===== src/hdl/blsr_pkg.sv =====
// Shared types and constants of the styled line rasterizer.
package blsr_pkg;

	localparam int STYLE_BITS = 3;
	localparam int APB_DATA_BITS = 32;
	localparam int APB_ADDR_BITS = 3;
	localparam int QUEUE_DEPTH = 4;

	localparam logic [STYLE_BITS-1:0] STYLE_SOLID = 3'd1;
	localparam logic [STYLE_BITS-1:0] STYLE_DOTTED = 3'd2;
	localparam logic [STYLE_BITS-1:0] STYLE_DASHED = 3'd3;
	localparam logic [STYLE_BITS-1:0] STYLE_THICK = 3'd4;

	localparam logic OP_LOAD = 1'b0;
	localparam logic OP_TICK = 1'b1;

	// Register index, taken from paddr[2].
	localparam logic REG_LINE_STYLE = 1'b0;

	localparam int PHASE_BITS = 5;
	localparam logic [PHASE_BITS-1:0] PHASE_LAST = 5'd19;
	localparam logic [PHASE_BITS-1:0] DASH_PERIOD = 5'd10;
	localparam logic [PHASE_BITS-1:0] DASH_ON = 5'd6;

	typedef struct packed {
		logic done;
		logic thick;
	} step_flags_t;

endpackage


===== src/hdl/bresenham_line_styled_rasterizer_core.sv =====
// Top level of the styled Bresenham line rasterizer: config port, front, queue and back.
//
// Channel  Direction  Handshake           Payload
// in       input      in_valid/in_stall   opcode, start_x, start_y, end_x, end_y
// out      output     out_valid/out_stall pixel_x, pixel_y, last_of_step, line_done
// apb      input      psel/penable/pready line_style at byte address 0
//
// A load or tick beat is taken every cycle while the four-entry step queue has room.
// Each drawn tick gives one pixel beat, or five in thick style; the single output register
// passes one pixel a cycle while out_stall is low, so thick lines accept ticks more slowly.
// A drawn tick's record is registered in the queue first; out_valid rises once the back end
// loads it from the queue head into the output register, which an output stall can delay.
// Reset idles the line and sets the style to solid; no clearing pass is needed.
// Output stalls back up through the queue to in_stall only once the queue fills.
module bresenham_line_styled_rasterizer_core #(
	parameter int COORD_BITS = 12
) (
	input  logic                                  clk,
	input  logic                                  arst_n,
	input  logic                                  in_valid,
	output logic                                  in_stall,
	input  logic                                  opcode,
	input  logic [COORD_BITS-1:0]                 start_x,
	input  logic [COORD_BITS-1:0]                 start_y,
	input  logic [COORD_BITS-1:0]                 end_x,
	input  logic [COORD_BITS-1:0]                 end_y,
	output logic                                  out_valid,
	input  logic                                  out_stall,
	output logic [COORD_BITS:0]                   pixel_x,
	output logic [COORD_BITS:0]                   pixel_y,
	output logic                                  last_of_step,
	output logic                                  line_done,
	input  logic                                  psel,
	input  logic                                  penable,
	input  logic                                  pwrite,
	input  logic [blsr_pkg::APB_ADDR_BITS-1:0]    paddr,
	input  logic [blsr_pkg::APB_DATA_BITS-1:0]    pwdata,
	output logic [blsr_pkg::APB_DATA_BITS-1:0]    prdata,
	output logic                                  pready
);

	localparam int QW = 2 * COORD_BITS + 2;

	logic [blsr_pkg::STYLE_BITS-1:0] line_style_q;
	logic                            q_full, q_empty, push, pop;
	logic [COORD_BITS-1:0]           rec_x, rec_y, head_x, head_y;
	blsr_pkg::step_flags_t           rec_flags, head_flags;
	logic [QW-1:0]                   head_data;

	assign pready = 1'b1;
	assign prdata = (paddr[2] == blsr_pkg::REG_LINE_STYLE) ?
		{{(blsr_pkg::APB_DATA_BITS - blsr_pkg::STYLE_BITS){1'b0}}, line_style_q} : '0;

	always_ff @(posedge clk or negedge arst_n) begin
		if (!arst_n) begin
			line_style_q <= blsr_pkg::STYLE_SOLID;
		end else if (psel && penable && pwrite && pready &&
			(paddr[2] == blsr_pkg::REG_LINE_STYLE)) begin
			line_style_q <= pwdata[blsr_pkg::STYLE_BITS-1:0];
		end
	end

	blsr_front #(
		.CW(COORD_BITS)
	) u_front (
		.clk       (clk),
		.arst_n    (arst_n),
		.in_valid  (in_valid),
		.in_stall  (in_stall),
		.opcode    (opcode),
		.start_x   (start_x),
		.start_y   (start_y),
		.end_x     (end_x),
		.end_y     (end_y),
		.line_style(line_style_q),
		.q_full    (q_full),
		.push      (push),
		.rec_x     (rec_x),
		.rec_y     (rec_y),
		.rec_flags (rec_flags)
	);

	blsr_queue #(
		.WIDTH(QW),
		.DEPTH(blsr_pkg::QUEUE_DEPTH)
	) u_queue (
		.clk      (clk),
		.arst_n   (arst_n),
		.push     (push),
		.push_data({rec_flags, rec_y, rec_x}),
		.pop      (pop),
		.head_data(head_data),
		.full     (q_full),
		.empty    (q_empty)
	);

	assign head_x = head_data[COORD_BITS-1:0];
	assign head_y = head_data[2*COORD_BITS-1:COORD_BITS];
	assign head_flags = head_data[QW-1:2*COORD_BITS];

	blsr_back #(
		.CW(COORD_BITS)
	) u_back (
		.clk         (clk),
		.arst_n      (arst_n),
		.q_empty     (q_empty),
		.head_x      (head_x),
		.head_y      (head_y),
		.head_flags  (head_flags),
		.pop         (pop),
		.out_valid   (out_valid),
		.out_stall   (out_stall),
		.pixel_x     (pixel_x),
		.pixel_y     (pixel_y),
		.last_of_step(last_of_step),
		.line_done   (line_done)
	);

endmodule


===== src/hdl/blsr_queue.sv =====
// Small register queue that carries step records from the front to the back.
module blsr_queue #(
	parameter int WIDTH = 26,
	parameter int DEPTH = 4
) (
	input  logic             clk,
	input  logic             arst_n,
	input  logic             push,
	input  logic [WIDTH-1:0] push_data,
	input  logic             pop,
	output logic [WIDTH-1:0] head_data,
	output logic             full,
	output logic             empty
);

	localparam int PW = (DEPTH > 1) ? $clog2(DEPTH) : 1;
	localparam int CNTW = $clog2(DEPTH + 1);

	logic [WIDTH-1:0] store_q [DEPTH];
	logic [PW-1:0]    wr_ptr_q;
	logic [PW-1:0]    rd_ptr_q;
	logic [CNTW-1:0]  count_q;

	function automatic logic [PW-1:0] ptr_next(input logic [PW-1:0] p);
		logic [PW-1:0] r;
		if (p == PW'(DEPTH - 1)) r = '0;
		else r = p + PW'(1);
		return r;
	endfunction

	assign full = (count_q == CNTW'(DEPTH));
	assign empty = (count_q == '0);
	assign head_data = store_q[rd_ptr_q];

	always_ff @(posedge clk) begin
		if (push) begin
			store_q[wr_ptr_q] <= push_data;
		end
	end

	always_ff @(posedge clk or negedge arst_n) begin
		if (!arst_n) begin
			wr_ptr_q <= '0;
			rd_ptr_q <= '0;
			count_q <= '0;
		end else begin
			if (push) wr_ptr_q <= ptr_next(wr_ptr_q);
			if (pop) rd_ptr_q <= ptr_next(rd_ptr_q);
			if (push && !pop) count_q <= count_q + CNTW'(1);
			else if (pop && !push) count_q <= count_q - CNTW'(1);
		end
	end

	a_no_push_full: assert property (@(posedge clk) disable iff (!arst_n) push |-> !full)
		else $error("queue written while full");
	a_no_pop_empty: assert property (@(posedge clk) disable iff (!arst_n) pop |-> !empty)
		else $error("queue read while empty");
	a_count_bound: assert property (@(posedge clk) disable iff (!arst_n)
		count_q <= CNTW'(DEPTH))
		else $error("queue count out of range");

endmodule


===== src/hdl/blsr_front.sv =====
// Front end: takes load and tick beats, runs the Bresenham state and emits step records.
module blsr_front #(
	parameter int CW = 12
) (
	input  logic                             clk,
	input  logic                             arst_n,
	input  logic                             in_valid,
	output logic                             in_stall,
	input  logic                             opcode,
	input  logic [CW-1:0]                    start_x,
	input  logic [CW-1:0]                    start_y,
	input  logic [CW-1:0]                    end_x,
	input  logic [CW-1:0]                    end_y,
	input  logic [blsr_pkg::STYLE_BITS-1:0]  line_style,
	input  logic                             q_full,
	output logic                             push,
	output logic [CW-1:0]                    rec_x,
	output logic [CW-1:0]                    rec_y,
	output blsr_pkg::step_flags_t            rec_flags
);

	localparam int DW = CW + 3;
	localparam int SW = CW + 1;

	logic                             active_q;
	logic [CW-1:0]                    cur_x_q;
	logic [CW-1:0]                    cur_y_q;
	logic [CW-1:0]                    abs_dx_q;
	logic [CW-1:0]                    abs_dy_q;
	logic                             dir_x_neg_q;
	logic                             dir_y_neg_q;
	logic                             x_major_q;
	logic [DW-1:0]                    decision_q;
	logic [SW-1:0]                    steps_left_q;
	logic [blsr_pkg::PHASE_BITS-1:0]  phase_q;

	logic                             accept;
	logic [CW:0]                      dx, dy, ndx, ndy;
	logic [CW-1:0]                    ld_abs_dx, ld_abs_dy, ld_major, ld_minor;
	logic                             ld_x_major;
	logic [DW-1:0]                    two_dx, two_dy;
	logic [DW-1:0]                    dec_next;
	logic [CW-1:0]                    x_next, y_next, sx, sy;
	logic [SW-1:0]                    steps_next;
	logic [blsr_pkg::PHASE_BITS-1:0]  phase_mod10;
	logic                             draw;
	logic                             tick_step;

	assign accept = in_valid && !in_stall;
	assign in_stall = q_full;
	assign tick_step = accept && (opcode == blsr_pkg::OP_TICK) && active_q;

	// Load setup: deltas, directions, major axis.
	always_comb begin
		dx = {end_x[CW-1], end_x} - {start_x[CW-1], start_x};
		dy = {end_y[CW-1], end_y} - {start_y[CW-1], start_y};
		ndx = -dx;
		ndy = -dy;
		ld_abs_dx = dx[CW] ? ndx[CW-1:0] : dx[CW-1:0];
		ld_abs_dy = dy[CW] ? ndy[CW-1:0] : dy[CW-1:0];
		ld_x_major = (ld_abs_dx >= ld_abs_dy);
		ld_major = ld_x_major ? ld_abs_dx : ld_abs_dy;
		ld_minor = ld_x_major ? ld_abs_dy : ld_abs_dx;
	end

	// One Bresenham step.
	always_comb begin
		two_dx = {2'b00, abs_dx_q, 1'b0};
		two_dy = {2'b00, abs_dy_q, 1'b0};
		sx = dir_x_neg_q ? '1 : CW'(1);
		sy = dir_y_neg_q ? '1 : CW'(1);
		x_next = cur_x_q;
		y_next = cur_y_q;
		if (x_major_q) begin
			x_next = cur_x_q + sx;
			if (decision_q[DW-1]) begin
				dec_next = decision_q + two_dy;
			end else begin
				y_next = cur_y_q + sy;
				dec_next = decision_q + two_dy - two_dx;
			end
		end else begin
			y_next = cur_y_q + sy;
			if (decision_q[DW-1]) begin
				dec_next = decision_q + two_dx;
			end else begin
				x_next = cur_x_q + sx;
				dec_next = decision_q + two_dx - two_dy;
			end
		end
		steps_next = (steps_left_q != '0) ? steps_left_q - SW'(1) : steps_left_q;
	end

	always_comb begin
		phase_mod10 = (phase_q >= blsr_pkg::DASH_PERIOD) ?
			phase_q - blsr_pkg::DASH_PERIOD : phase_q;
		case (line_style)
			blsr_pkg::STYLE_SOLID:  draw = 1'b1;
			blsr_pkg::STYLE_DOTTED: draw = (phase_q[1:0] == 2'b00);
			blsr_pkg::STYLE_DASHED: draw = (phase_mod10 < blsr_pkg::DASH_ON);
			blsr_pkg::STYLE_THICK:  draw = 1'b1;
			default:                draw = 1'b0;
		endcase
	end

	assign push = tick_step && draw;
	assign rec_x = cur_x_q;
	assign rec_y = cur_y_q;
	assign rec_flags.done = (steps_next == '0);
	assign rec_flags.thick = (line_style == blsr_pkg::STYLE_THICK);

	always_ff @(posedge clk or negedge arst_n) begin
		if (!arst_n) begin
			active_q <= 1'b0;
			cur_x_q <= '0;
			cur_y_q <= '0;
			abs_dx_q <= '0;
			abs_dy_q <= '0;
			dir_x_neg_q <= 1'b0;
			dir_y_neg_q <= 1'b0;
			x_major_q <= 1'b0;
			decision_q <= '0;
			steps_left_q <= '0;
			phase_q <= '0;
		end else if (accept && (opcode == blsr_pkg::OP_LOAD)) begin
			active_q <= 1'b1;
			cur_x_q <= start_x;
			cur_y_q <= start_y;
			abs_dx_q <= ld_abs_dx;
			abs_dy_q <= ld_abs_dy;
			dir_x_neg_q <= dx[CW];
			dir_y_neg_q <= dy[CW];
			x_major_q <= ld_x_major;
			decision_q <= {2'b00, ld_minor, 1'b0} - {3'b000, ld_major};
			steps_left_q <= {1'b0, ld_major} + SW'(1);
			phase_q <= '0;
		end else if (tick_step) begin
			cur_x_q <= x_next;
			cur_y_q <= y_next;
			decision_q <= dec_next;
			steps_left_q <= steps_next;
			phase_q <= (phase_q == blsr_pkg::PHASE_LAST) ? '0 :
				phase_q + blsr_pkg::PHASE_BITS'(1);
			if (steps_next == '0) active_q <= 1'b0;
		end
	end

	a_idle_no_push: assert property (@(posedge clk) disable iff (!arst_n)
		!active_q |-> !push)
		else $error("step record pushed while no line is active");

endmodule


===== src/hdl/blsr_back.sv =====
// Back end: expands each step record into one or five pixel beats on the output register.
module blsr_back #(
	parameter int CW = 12
) (
	input  logic                   clk,
	input  logic                   arst_n,
	input  logic                   q_empty,
	input  logic [CW-1:0]          head_x,
	input  logic [CW-1:0]          head_y,
	input  blsr_pkg::step_flags_t  head_flags,
	output logic                   pop,
	output logic                   out_valid,
	input  logic                   out_stall,
	output logic [CW:0]            pixel_x,
	output logic [CW:0]            pixel_y,
	output logic                   last_of_step,
	output logic                   line_done
);

	typedef enum logic [2:0] {
		NB_CENTER,
		NB_XP,
		NB_XN,
		NB_YP,
		NB_YN
	} nbr_t;

	nbr_t        sub_q;
	nbr_t        sub_next;
	logic        out_valid_q;
	logic [CW:0] pixel_x_q, pixel_y_q;
	logic        last_q, done_q;
	logic [CW:0] hx, hy, nx, ny;
	logic        last;
	logic        load_out;

	assign hx = {head_x[CW-1], head_x};
	assign hy = {head_y[CW-1], head_y};

	always_comb begin
		nx = hx;
		ny = hy;
		sub_next = NB_CENTER;
		case (sub_q)
			NB_CENTER: sub_next = NB_XP;
			NB_XP: begin
				nx = hx + (CW+1)'(1);
				sub_next = NB_XN;
			end
			NB_XN: begin
				nx = hx - (CW+1)'(1);
				sub_next = NB_YP;
			end
			NB_YP: begin
				ny = hy + (CW+1)'(1);
				sub_next = NB_YN;
			end
			NB_YN: begin
				ny = hy - (CW+1)'(1);
				sub_next = NB_CENTER;
			end
			default: sub_next = NB_CENTER;
		endcase
	end

	assign last = !head_flags.thick || (sub_q == NB_YN);
	assign load_out = !q_empty && (!out_valid_q || !out_stall);
	assign pop = load_out && last;

	always_ff @(posedge clk) begin
		if (load_out) begin
			pixel_x_q <= nx;
			pixel_y_q <= ny;
			last_q <= last;
			done_q <= head_flags.done;
		end
	end

	always_ff @(posedge clk or negedge arst_n) begin
		if (!arst_n) begin
			sub_q <= NB_CENTER;
			out_valid_q <= 1'b0;
		end else begin
			if (load_out) begin
				out_valid_q <= 1'b1;
				sub_q <= last ? NB_CENTER : sub_next;
			end else if (!out_stall) begin
				out_valid_q <= 1'b0;
			end
		end
	end

	assign out_valid = out_valid_q;
	assign pixel_x = pixel_x_q;
	assign pixel_y = pixel_y_q;
	assign last_of_step = last_q;
	assign line_done = done_q;

	a_empty_at_center: assert property (@(posedge clk) disable iff (!arst_n)
		q_empty |-> sub_q == NB_CENTER)
		else $error("pixel index left mid-record with an empty queue");
	a_thin_at_center: assert property (@(posedge clk) disable iff (!arst_n)
		(!q_empty && !head_flags.thick) |-> sub_q == NB_CENTER)
		else $error("neighbor index on a single-pixel record");

endmodule

===== config.mk =====
export PLATFORM = sky130hd
export DESIGN_NAME = bresenham_line_styled_rasterizer_core
export DESIGN_NICKNAME = d
export VERILOG_FILES = /design/src/hdl/blsr_pkg.sv /design/src/hdl/bresenham_line_styled_rasterizer_core.sv /design/src/hdl/blsr_queue.sv /design/src/hdl/blsr_front.sv /design/src/hdl/blsr_back.sv
export SDC_FILE = /design/constraint.sdc
export NUM_CORES = 1
export LEC_CHECK = 0
export ABC_AREA = 1
export BUFFER_PORTS_ARGS = -buffer_cell sky130_fd_sc_hd__buf_2
export CAP_MARGIN = 40
export CORE_MARGIN = 5
export CORE_UTILIZATION = 53
export DETAILED_ROUTE_END_ITERATION = 12
export GPL_TIMING_DRIVEN = 0
export PLACE_DENSITY = 0.72
export SLEW_MARGIN = 25
export SYNTH_ARGS = -nofsm -noshare
export SYNTH_HDL_FRONTEND = slang
export SYNTH_SLANG_ARGS = --single-unit

===== constraint.sdc =====
create_clock -name clk -period 6.1 [get_ports clk]
set_input_delay 1.525 -clock clk [delete_from_list [all_inputs] [get_ports clk]]
set_output_delay 1.525 -clock clk [all_outputs]
set_load 0.02 [all_outputs]

==> results of run 1 <==
==> state kept, by name, indices dropped and copies added, names as in the netlist <==
name	cells
u_front.active_q	1
u_back.last_of_step	1
u_front.abs_dy_q	12
u_front.abs_dx_q	12
u_front.rec_y	12
u_front.dir_x_neg_q	1
u_front.phase_q	5
u_back.out_valid	1
u_back.line_done	1
u_back.sub_q	3
line_style_q	3
u_back.pixel_x	13
u_back.pixel_y	13
u_queue.rd_ptr_q	2
u_front.decision_q	14
u_front.dir_y_neg_q	1
u_front.steps_left_q	13
u_front.rec_x	12
u_front.x_major_q	1
u_queue.wr_ptr_q	2
u_queue.store_q	104
u_queue.count_q	3
==> cells in the mapped netlist (5+ instances only) <==
cell type,n
a31oi_1,8
buf_2,5
clkbuf_1,45
nand2_1,522
xnor2_1,27
nor2_2,10
inv_1,298
o22ai_1,31
xor2_1,63
nand2_2,31
inv_2,14
o21ai_0,212
a22oi_1,5
nand4_1,35
buf_4,34
nor2_1,199
dfrtp_1,97
nor4_1,5
nand3_2,5
nor3_1,19
nand3_1,116
fa_1,12
nand3b_1,6
o211ai_1,11
edfxtp_1,132
a211oi_1,15
ha_1,144
a21oi_1,148
==> kinds of logic after synthesis <==
| kind of cell | synth area share [%] |
|---|---|
| AO/OA/AOI/OAI | 14.5 |
| XOR/XNOR | 4.47 |
| adder cells (fa/ha/maj) | 11.6 |
| buffers and inverters | 9.53 |
| flip-flops | 36.4 |
| multiplexers | 0.0638 |
| other | 0.0426 |
| AND/OR/NAND/NOR | 23.5 |
==> where the power goes <==
| part | leakage (uW) | total, uW | switching, uW | internal, uW |
|---|---|---|---|---|
| Sequential | 0.00240 | 2700 | 437 | 2260 |
| Combinational | 0.00716 | 9230 | 5690 | 3540 |
| Clock | 0.000409 | 1580 | 629 | 948 |
| Total | 0.00997 | 13500 | 6760 | 6750 |
==> through the flow <==
| stage | hold WS, ps | instances | setup slack [ps] | power (uW) | util, % |
|---|---|---|---|---|---|
| floorplan | 442 | 2340 | 22.4 | 8980 | - |
| global placement | 460 | 2874 | -1330 | 10700 | 57.4 |
| detailed placement | 463 | 2881 | -1470 | 11000 | 58.0 |
| CTS | 479 | 2955 | 7.11 | 12900 | 61.9 |
| global route | 528 | 2991 | -165 | 14800 | 64.2 |
| finish | 475 | 2991 | 61.5 | 13500 | 64.2 |
==> area by class of cell <==
type,instances,area [um2],area share [%]
tap,442,553,2.63
clock inverter,17,203,0.965
buffer,87,515,2.45
clock buffer,29,661,3.15
inverter,316,1200,5.72
timing repair buffer,164,1130,5.38
sequential,230,6420,30.6
multi-input combinational,1706,10300,49.1
==> how the worst max path moves through the flow <==
stage / start / end / slack, ps / depth (start not counted)
2_1_floorplan: end_y[0] / u_front.decision_q[10]$_DFFE_PN0P_ / 20 / 42
3_3_place_gp: start_x[0] / u_front.decision_q[13]$_DFFE_PN0P_ / -1330 / 38
3_5_place_dp: start_x[0] / u_front.decision_q[13]$_DFFE_PN0P_ / -1470 / 38
4_1_cts: start_y[0] / u_front.decision_q[9]$_DFFE_PN0P_ / 7 / 42
5_1_grt: end_y[0] / u_front.decision_q[11]$_DFFE_PN0P_ / -170 / 38
6_report: start_y[0] / u_front.decision_q[4]$_DFFE_PN0P_ / 60 / 37
==> layer usage <==
| metal | track usage, % | vias to the layer above | wire, um |
|---|---|---|---|
| li1 | - | 8077 | - |
| met1 | 34.4 | 7678 | 21300 |
| met2 | 44.6 | 529 | 24000 |
| met3 | 2.86 | 105 | 2740 |
| met4 | 8.56 | 0 | 1650 |
| met5 | 0 | - | 0 |
==> critical path: cells and delay by family <==
| family | cells | cell delay, ps |
|---|---|---|
| AND/OR/NAND/NOR | 17 | 1590 |
| adder cells (fa/ha/maj) | 4 | 1180 |
| buffers and inverters | 9 | 950 |
| AO/OA/AOI/OAI | 6 | 950 |
| XOR/XNOR | 1 | 220 |
==> what timing repair did <==
item	4_1_cts	5_1_grt
pin swaps	21	55
hold buffers	0	0
buffers inserted	28	34
endpoints found under the setup margin	26	22
gates resized for setup	49	117
==> metrics.csv, run 1 <==
stage,metric,value,unit
critical_path,max incr delay on CP,380,ps
floorplan,Core Area,32700,um2
final_layout,final instance area,21000,um2
critical_path,crit path kind,input pin to flip-flop,
run_status,status,completed,
final_layout,Post-layout nets,2777,
floorplan,Die Area,37000,um2
critical_path,"Slowest-stage cell, CP",fa_2,
floorplan,Initial Util,53.9,%
detailed_routing,drt wl/cell,16.6,um
synth,cell taking the most area after synthesis,edfxtp_1,
final_layout,layout cells sized above 1,17.4,%
synth,number of enable flip-flop cells after synthesis,132,
floorplan,die width,192,um
grt,vias in the first global route,15304,
floorplan,Site Rows,66,
power,P_leak,0.00997,uW
critical_path,reg2reg path depth,20,
synth,synth top area cells,"edfxtp_1, dfrtp_1, nand2_1, ha_1, inv_1",
place,RePlAce Congestion,0.951,
final_layout,most common library cell in the layout ignoring fill and taps,nand2_1,
detailed_routing,DR vias,16389,
timing,Highest Clock Rate,166,MHz
grt,total global-route track usage,26.0,%
job,Max Cap Viol,0,
detailed_routing,Post-DRT Antenna Nets,0,
synth,post-synthesis sequential area ratio,36.4,%
clock_tree,CTS max path bufs,3,
synth,Synth Register Bits,230,
critical_path,worst path arrival time,6430,ps
synth,Yosys warning total,0,
clock_tree,# H-tree levels,1,
synth,share of the synthesized area in the top cell type,22.5,%
final_layout,"commonest non-fill, non-tap cells in the layout","nand2_1, inv_1, o21ai_0",
worst_hold_path,Hold Crit Endpoint,u_front.active_q$_DFFE_PN0P_,
synth,ys flop type,edfxtp_1,
clock_tree,# clock sinks,230,
critical_path,worst reg-to-reg setup slack,2090,ps
synth,Post-Synthesis Cell Area,17600,um2
clock_tree,latest clock arrival within the worst-skew pair,540,ps
worst_hold_path,hold_sp,u_front.active_q$_DFFE_PN0P_,
power,pwr/cell area,643,nW/um2
critical_path,Worst Path Required,6490,ps
timing,worst slew pin tran,749,ps
clock_tree,"Reg clk slew, reported paths",60,ps
critical_path,"Max FO, Critical Path",6,
timing,Final Max Slew Viols,0,
power,peak supply drop,501,uV
detailed_routing,drt drc,0,
timing,final setup fails,0,
place,Placed Instance Area,19000,um2
timing,Setup TNS Final,0,ps
timing,slew margin rel.,50.1,%
place,dpl hpwl,37.6,mm
critical_path,reg-to-reg critical path startpoint,u_front.decision_q[1]$_DFFE_PN0P_,
final_layout,area grow syn2layout,19.1,%
clock_tree,CTS tree,done,
critical_path,end of the worst register-to-register path,u_front.decision_q[12]$_DFFE_PN0P_,
grt,grt ovf,0,
detailed_routing,final WL,49.7,mm
critical_path,most frequent CP cell,nand2_1,
final_layout,Antenna diodes,0,
critical_path,crit end category,flip-flop,
detailed_routing,drt initial violations,1168,
timing,"Hold Vio Cnt, Final",0,
worst_hold_path,Hold Path Depth,2,
timing,Max Clock Skew,29.3,ps
synth,share of flip-flops with an asynchronous set or reset,42.6,%
critical_path,CP Launch Type,input pin,
floorplan,Ports,154,
synth,Mapped Avg Cell Area,7.63,um2
final_layout,Layout fillers,2841,
timing,Tmin final,6040,ps
clock_tree,TritonCTS buffer count,25,
place,Port-buffer cells,92,
detailed_routing,Pre-antenna DRT Iters,6,
floorplan,chip height,192,um
grt,pin count of the biggest net entering global routing,71,
synth,count of cell types in the netlist,59,
grt,first-pass GRT wire length,77.7,mm
grt,initial antenna violation count,0,
worst_hold_path,Hold/Removal Path Class,flip-flop to flip-flop,
timing,Final Cycle Share,99.0,%
synth,cell count after synthesis,2312,
detailed_routing,vias per cell,5.48,
clock_tree,root buf cell,clkbuf_16,
Power figures use the tool's default switching activity.
==> run 2: changes to the inputs <==
Settings changed: ABC_AREA 1 to 0, CAP_MARGIN 40 to unset.
==> run 2 against run 1 <==
Compared with the run above: the run now ends with setup timing left; power down 4.7%; sequential share of layout area increased by 1.5 points; largest power group unchanged; highest routed layer unchanged; final area down 4.6%.
==> metrics.csv, run 2 <==
stage,metric,value,unit,change
detailed_routing,drt wl/cell,18.5,um,was 16.6 um
critical_path,max incr delay on CP,390,ps,was 380 ps
synth,Mapped Avg Cell Area,9.76,um2,was 7.63 um2
synth,Yosys warning total,0,,unchanged
grt,initial antenna violation count,0,,unchanged
power,Pwr Total,12900,uW,"was 13,500 uW"
power,clock power share,11.1,%,was 11.7%
detailed_routing,Pre-antenna DRT Iters,5,,was 6
synth,area share of xor/xnor cells in the synthesized design,7.67,%,was 4.47%
synth,ys flop type,edfxtp_1,,unchanged
detailed_routing,DR vias,13669,,"was 16,389"
timing,Setup WS post-layout,-1420,ps,was 61.5 ps
grt,total global-route track usage,24.0,%,was 26.0%
critical_path,most frequent CP cell,buf_8,,was nand2_1
clock_tree,# clock sinks,230,,unchanged
synth,Synth Register Bits,230,,unchanged
synth,Synth Area in Adders,12.4,%,was 11.6%
critical_path,worst path arrival time,7910,ps,was 6430 ps
final_layout,largest reg by FF count,u_queue.store_q,,unchanged
detailed_routing,Post-DRT Antenna Nets,0,,unchanged
worst_hold_path,Hold Path Depth,2,,unchanged
power,Sw Pwr,5790,uW,was 6760 uW
critical_path,crit end category,flip-flop,,unchanged
synth,cell taking the most area after synthesis,edfxtp_1,,unchanged
run_status,failing checks,setup timing,,
final_layout,max reg flops,104,,unchanged
timing,Setup TNS Final,-22850,ps,was 0 ps
final_layout,Antenna diodes,0,,unchanged
final_layout,Post-layout nets,2192,,"was 2,777"
critical_path,end of the worst register-to-register path,u_front.decision_q[12]$_DFFE_PN0P_,,unchanged
critical_path,worst reg-to-reg setup slack,1160,ps,was 2090 ps
floorplan,Ports,154,,unchanged
synth,synth cell count leaders,"inv_1, nand2_1, ha_1, a21oi_1, nor2_1",,"was nand2_1, inv_1, o21ai_0, nor2_1, a21oi_1"
timing,Final Cycle Share,123,%,was 99.0%
place,RePlAce Congestion,0.881,,was 0.951
timing,"Hold Vio Cnt, Final",0,,unchanged
job,Max Cap Viol,0,,unchanged
grt,first-pass GRT wire length,69.8,mm,was 77.7 mm
critical_path,crit path kind,input pin to flip-flop,,unchanged
critical_path,Worst Path Required,6490,ps,about the same
synth,number of enable flip-flop cells after synthesis,132,,unchanged
synth,post-synthesis sequential area ratio,38.3,%,was 36.4%
detailed_routing,vias per cell,5.78,,was 5.48
synth,main combinational cell family by area after synthesis,compound AO/OA/AOI/OAI gates,,was simple AND/OR/NAND/NOR gates
power,Switching Share,45.0,%,was 50.0%
worst_hold_path,Hold Crit Endpoint,u_back.out_valid$_DFFE_PN0P_,,was u_front.active_q$_DFFE_PN0P_
synth,Compound-Gate Fraction of Synth Area,16.7,%,was 14.5%
clock_tree,# H-tree levels,1,,unchanged
synth,share of the synthesized area in the top cell type,23.6,%,was 22.5%
final_layout,most common library cell in the layout ignoring fill and taps,nand2_1,,unchanged
clock_tree,root buf cell,clkbuf_16,,unchanged
grt,grt ovf,0,,unchanged
floorplan,Site Rows,65,,was 66
synth,cell count after synthesis,1717,,"was 2,312"
critical_path,CP startpoint,end_x[0],,was start_y[0]
timing,worst slew pin tran,917,ps,was 749 ps
grt,pin count of the biggest net entering global routing,67,,was 71
clock_tree,latest clock arrival within the worst-skew pair,530,ps,was 540 ps
detailed_routing,drt initial violations,979,,"was 1,168"
synth,count of cell types in the netlist,87,,was 59
final_layout,"commonest non-fill, non-tap cells in the layout","nand2_1, inv_1, ha_1",,"was nand2_1, inv_1, o21ai_0"
final_layout,area grow syn2layout,19.4,%,was 19.1%
floorplan,chip height,188,um,was 192 um
synth,mux contribution to synthesized area,7.16,%,was 0.0638%
detailed_routing,final WL,43.6,mm,was 49.7 mm
place,DP Worst Slack,-3120,ps,was -1470 ps
synth,Post-Synthesis Cell Area,16800,um2,"was 17,600 um2"
synth,Simple-Gate Fraction of Synth Area,11.7,%,was 23.5%
power,pwr/cell area,642,nW/um2,was 643 nW/um2
clock_tree,CTS tree,done,,unchanged
timing,Tmin final,7520,ps,was 6040 ps
worst_hold_path,Hold/Removal Path Class,flip-flop to flip-flop,,unchanged
critical_path,reg-to-reg critical path startpoint,u_front.decision_q[1]$_DFFE_PN0P_,,unchanged
clock_tree,cts hold-fix bufs,0,,unchanged
detailed_routing,drt drc,0,,unchanged
final_layout,Layout fillers,2423,,"was 2,841"
clock_tree,TritonCTS buffer count,23,,was 25
critical_path,reg2reg path depth,19,,was 20
place,Port-buffer cells,92,,unchanged
worst_hold_path,hold_sp,u_back.out_valid$_DFFE_PN0P_,,was u_front.active_q$_DFFE_PN0P_
synth,share of flip-flops with an asynchronous set or reset,42.6,%,unchanged
floorplan,Die Area,35300,um2,"was 37,000 um2"
power,peak supply drop,712,uV,was 501 uV
final_layout,layout cells sized above 1,21.3,%,was 17.4%
critical_path,"Slowest-stage cell, CP",fa_2,,unchanged
grt,vias in the first global route,13677,,"was 15,304"
timing,RSZ-0062 raised after global routing,true,,
synth,synth top area cells,"edfxtp_1, dfrtp_1, ha_1, xnor2_1, mux4_2",,"was edfxtp_1, dfrtp_1, nand2_1, ha_1, inv_1"
power,P_leak,0.00861,uW,was 0.00997 uW
timing,Final Max Slew Viols,0,,unchanged
clock_tree,"Reg clk slew, reported paths",70,ps,was 60 ps
power,Internal,7070,uW,was 6750 uW
synth,top-count cell post-synth,inv_1,,was nand2_1
critical_path,"Max FO, Critical Path",7,,was 6
floorplan,die width,188,um,was 192 um
final_layout,Largest regs,"u_queue.store_q x104, u_front.decision_q x14",,unchanged
timing,final setup fails,26,,was 0
clock_tree,CTS max path bufs,3,,unchanged
place,dpl hpwl,31.7,mm,was 37.6 mm
final_layout,Final Util,63.8,%,was 64.2%
power,Seq pwr share,21.2,%,was 20.0%
timing,slew margin rel.,38.9,%,was 50.1%
critical_path,CP Launch Type,input pin,,unchanged
floorplan,Initial Util,53.4,%,was 53.9%
timing,Max Clock Skew,19.5,ps,was 29.3 ps
power,combinational power share,67.6,%,was 68.3%
timing,Highest Clock Rate,133,MHz,was 166 MHz
floorplan,Core Area,31400,um2,"was 32,700 um2"
run_status,status,finished with violations,,was completed
[run 2: final cells by class]
class / count / area [um2] / area share (%)
inverters: 157 / 612 / 3.06
clock buffers: 31 / 656 / 3.27
well taps: 402 / 503 / 2.51
clock inverters: 11 / 118 / 0.587
plain buffers: 78 / 442 / 2.21
repair buffers: 176 / 1160 / 5.81
flip-flops and latches: 230 / 6420 / 32.0
multi-input cells: 1279 / 10100 / 50.5
[run 2: worst max path at each step]
stage	cells after the start	endpoint	slack, ps
6_report	35	u_front.decision_q[12]$_DFFE_PN0P_	-1420
2_1_floorplan	35	u_front.decision_q[11]$_DFFE_PN0P_	-1550
5_1_grt	35	u_front.decision_q[12]$_DFFE_PN0P_	-1580
4_1_cts	36	u_front.decision_q[14]$_DFFE_PN0P_	-1330
3_5_place_dp	33	u_front.decision_q[10]$_DFFE_PN0P_	-3120
3_3_place_gp	33	u_front.decision_q[10]$_DFFE_PN0P_	-3030
[run 2: power by group through the flow]
stage	registers [uW]	logic [uW]	clock network [uW]
CTS	2730	8470	1450
global placement	2720	7550	0
finish	2730	8700	1430
detailed placement	2750	7790	0
floorplan	2710	6100	0
global route	2790	9620	1520
[run 2: repair_timing]
item	CTS	global route
gates resized for setup	89	29
setup endpoints to repair	28	26
pin swaps	43	33
buffers inserted	71	24
[run 2: metal layers]
| layer | vias to the layer above | wire (um) | global-route usage [%] |
|---|---|---|---|
| met5 | - | 0 | 0 |
| met4 | 0 | 1750 | 7.65 |
| met3 | 123 | 2500 | 3.00 |
| met2 | 541 | 21200 | 42.0 |
| met1 | 6484 | 18200 | 31.3 |
| li1 | 6521 | - | - |
[run 2: critical path: cells and delay by family]
kind	cells	cell delay (ps)
XOR/XNOR	1	250
adder cells (fa/ha/maj)	6	1820
AO/OA/AOI/OAI	15	2790
AND/OR/NAND/NOR	3	430
buffers and inverters	10	1090
[run 2: kinds of logic after synthesis]
group	after synthesis
fa+ha+maj	160
xor+xnor	146
simple gates	423
buf+inv	236
compound gates	448
flops	230
mux	72
other cells	2
[run 2: per-stage QoR]
stage,hold WS [ps],area (um2),instances
finish,489,20000,2364
global route,513,20000,2364
CTS,500,19800,2351
detailed placement,485,18000,2240
global placement,467,18000,2239
floorplan,456,17000,1745
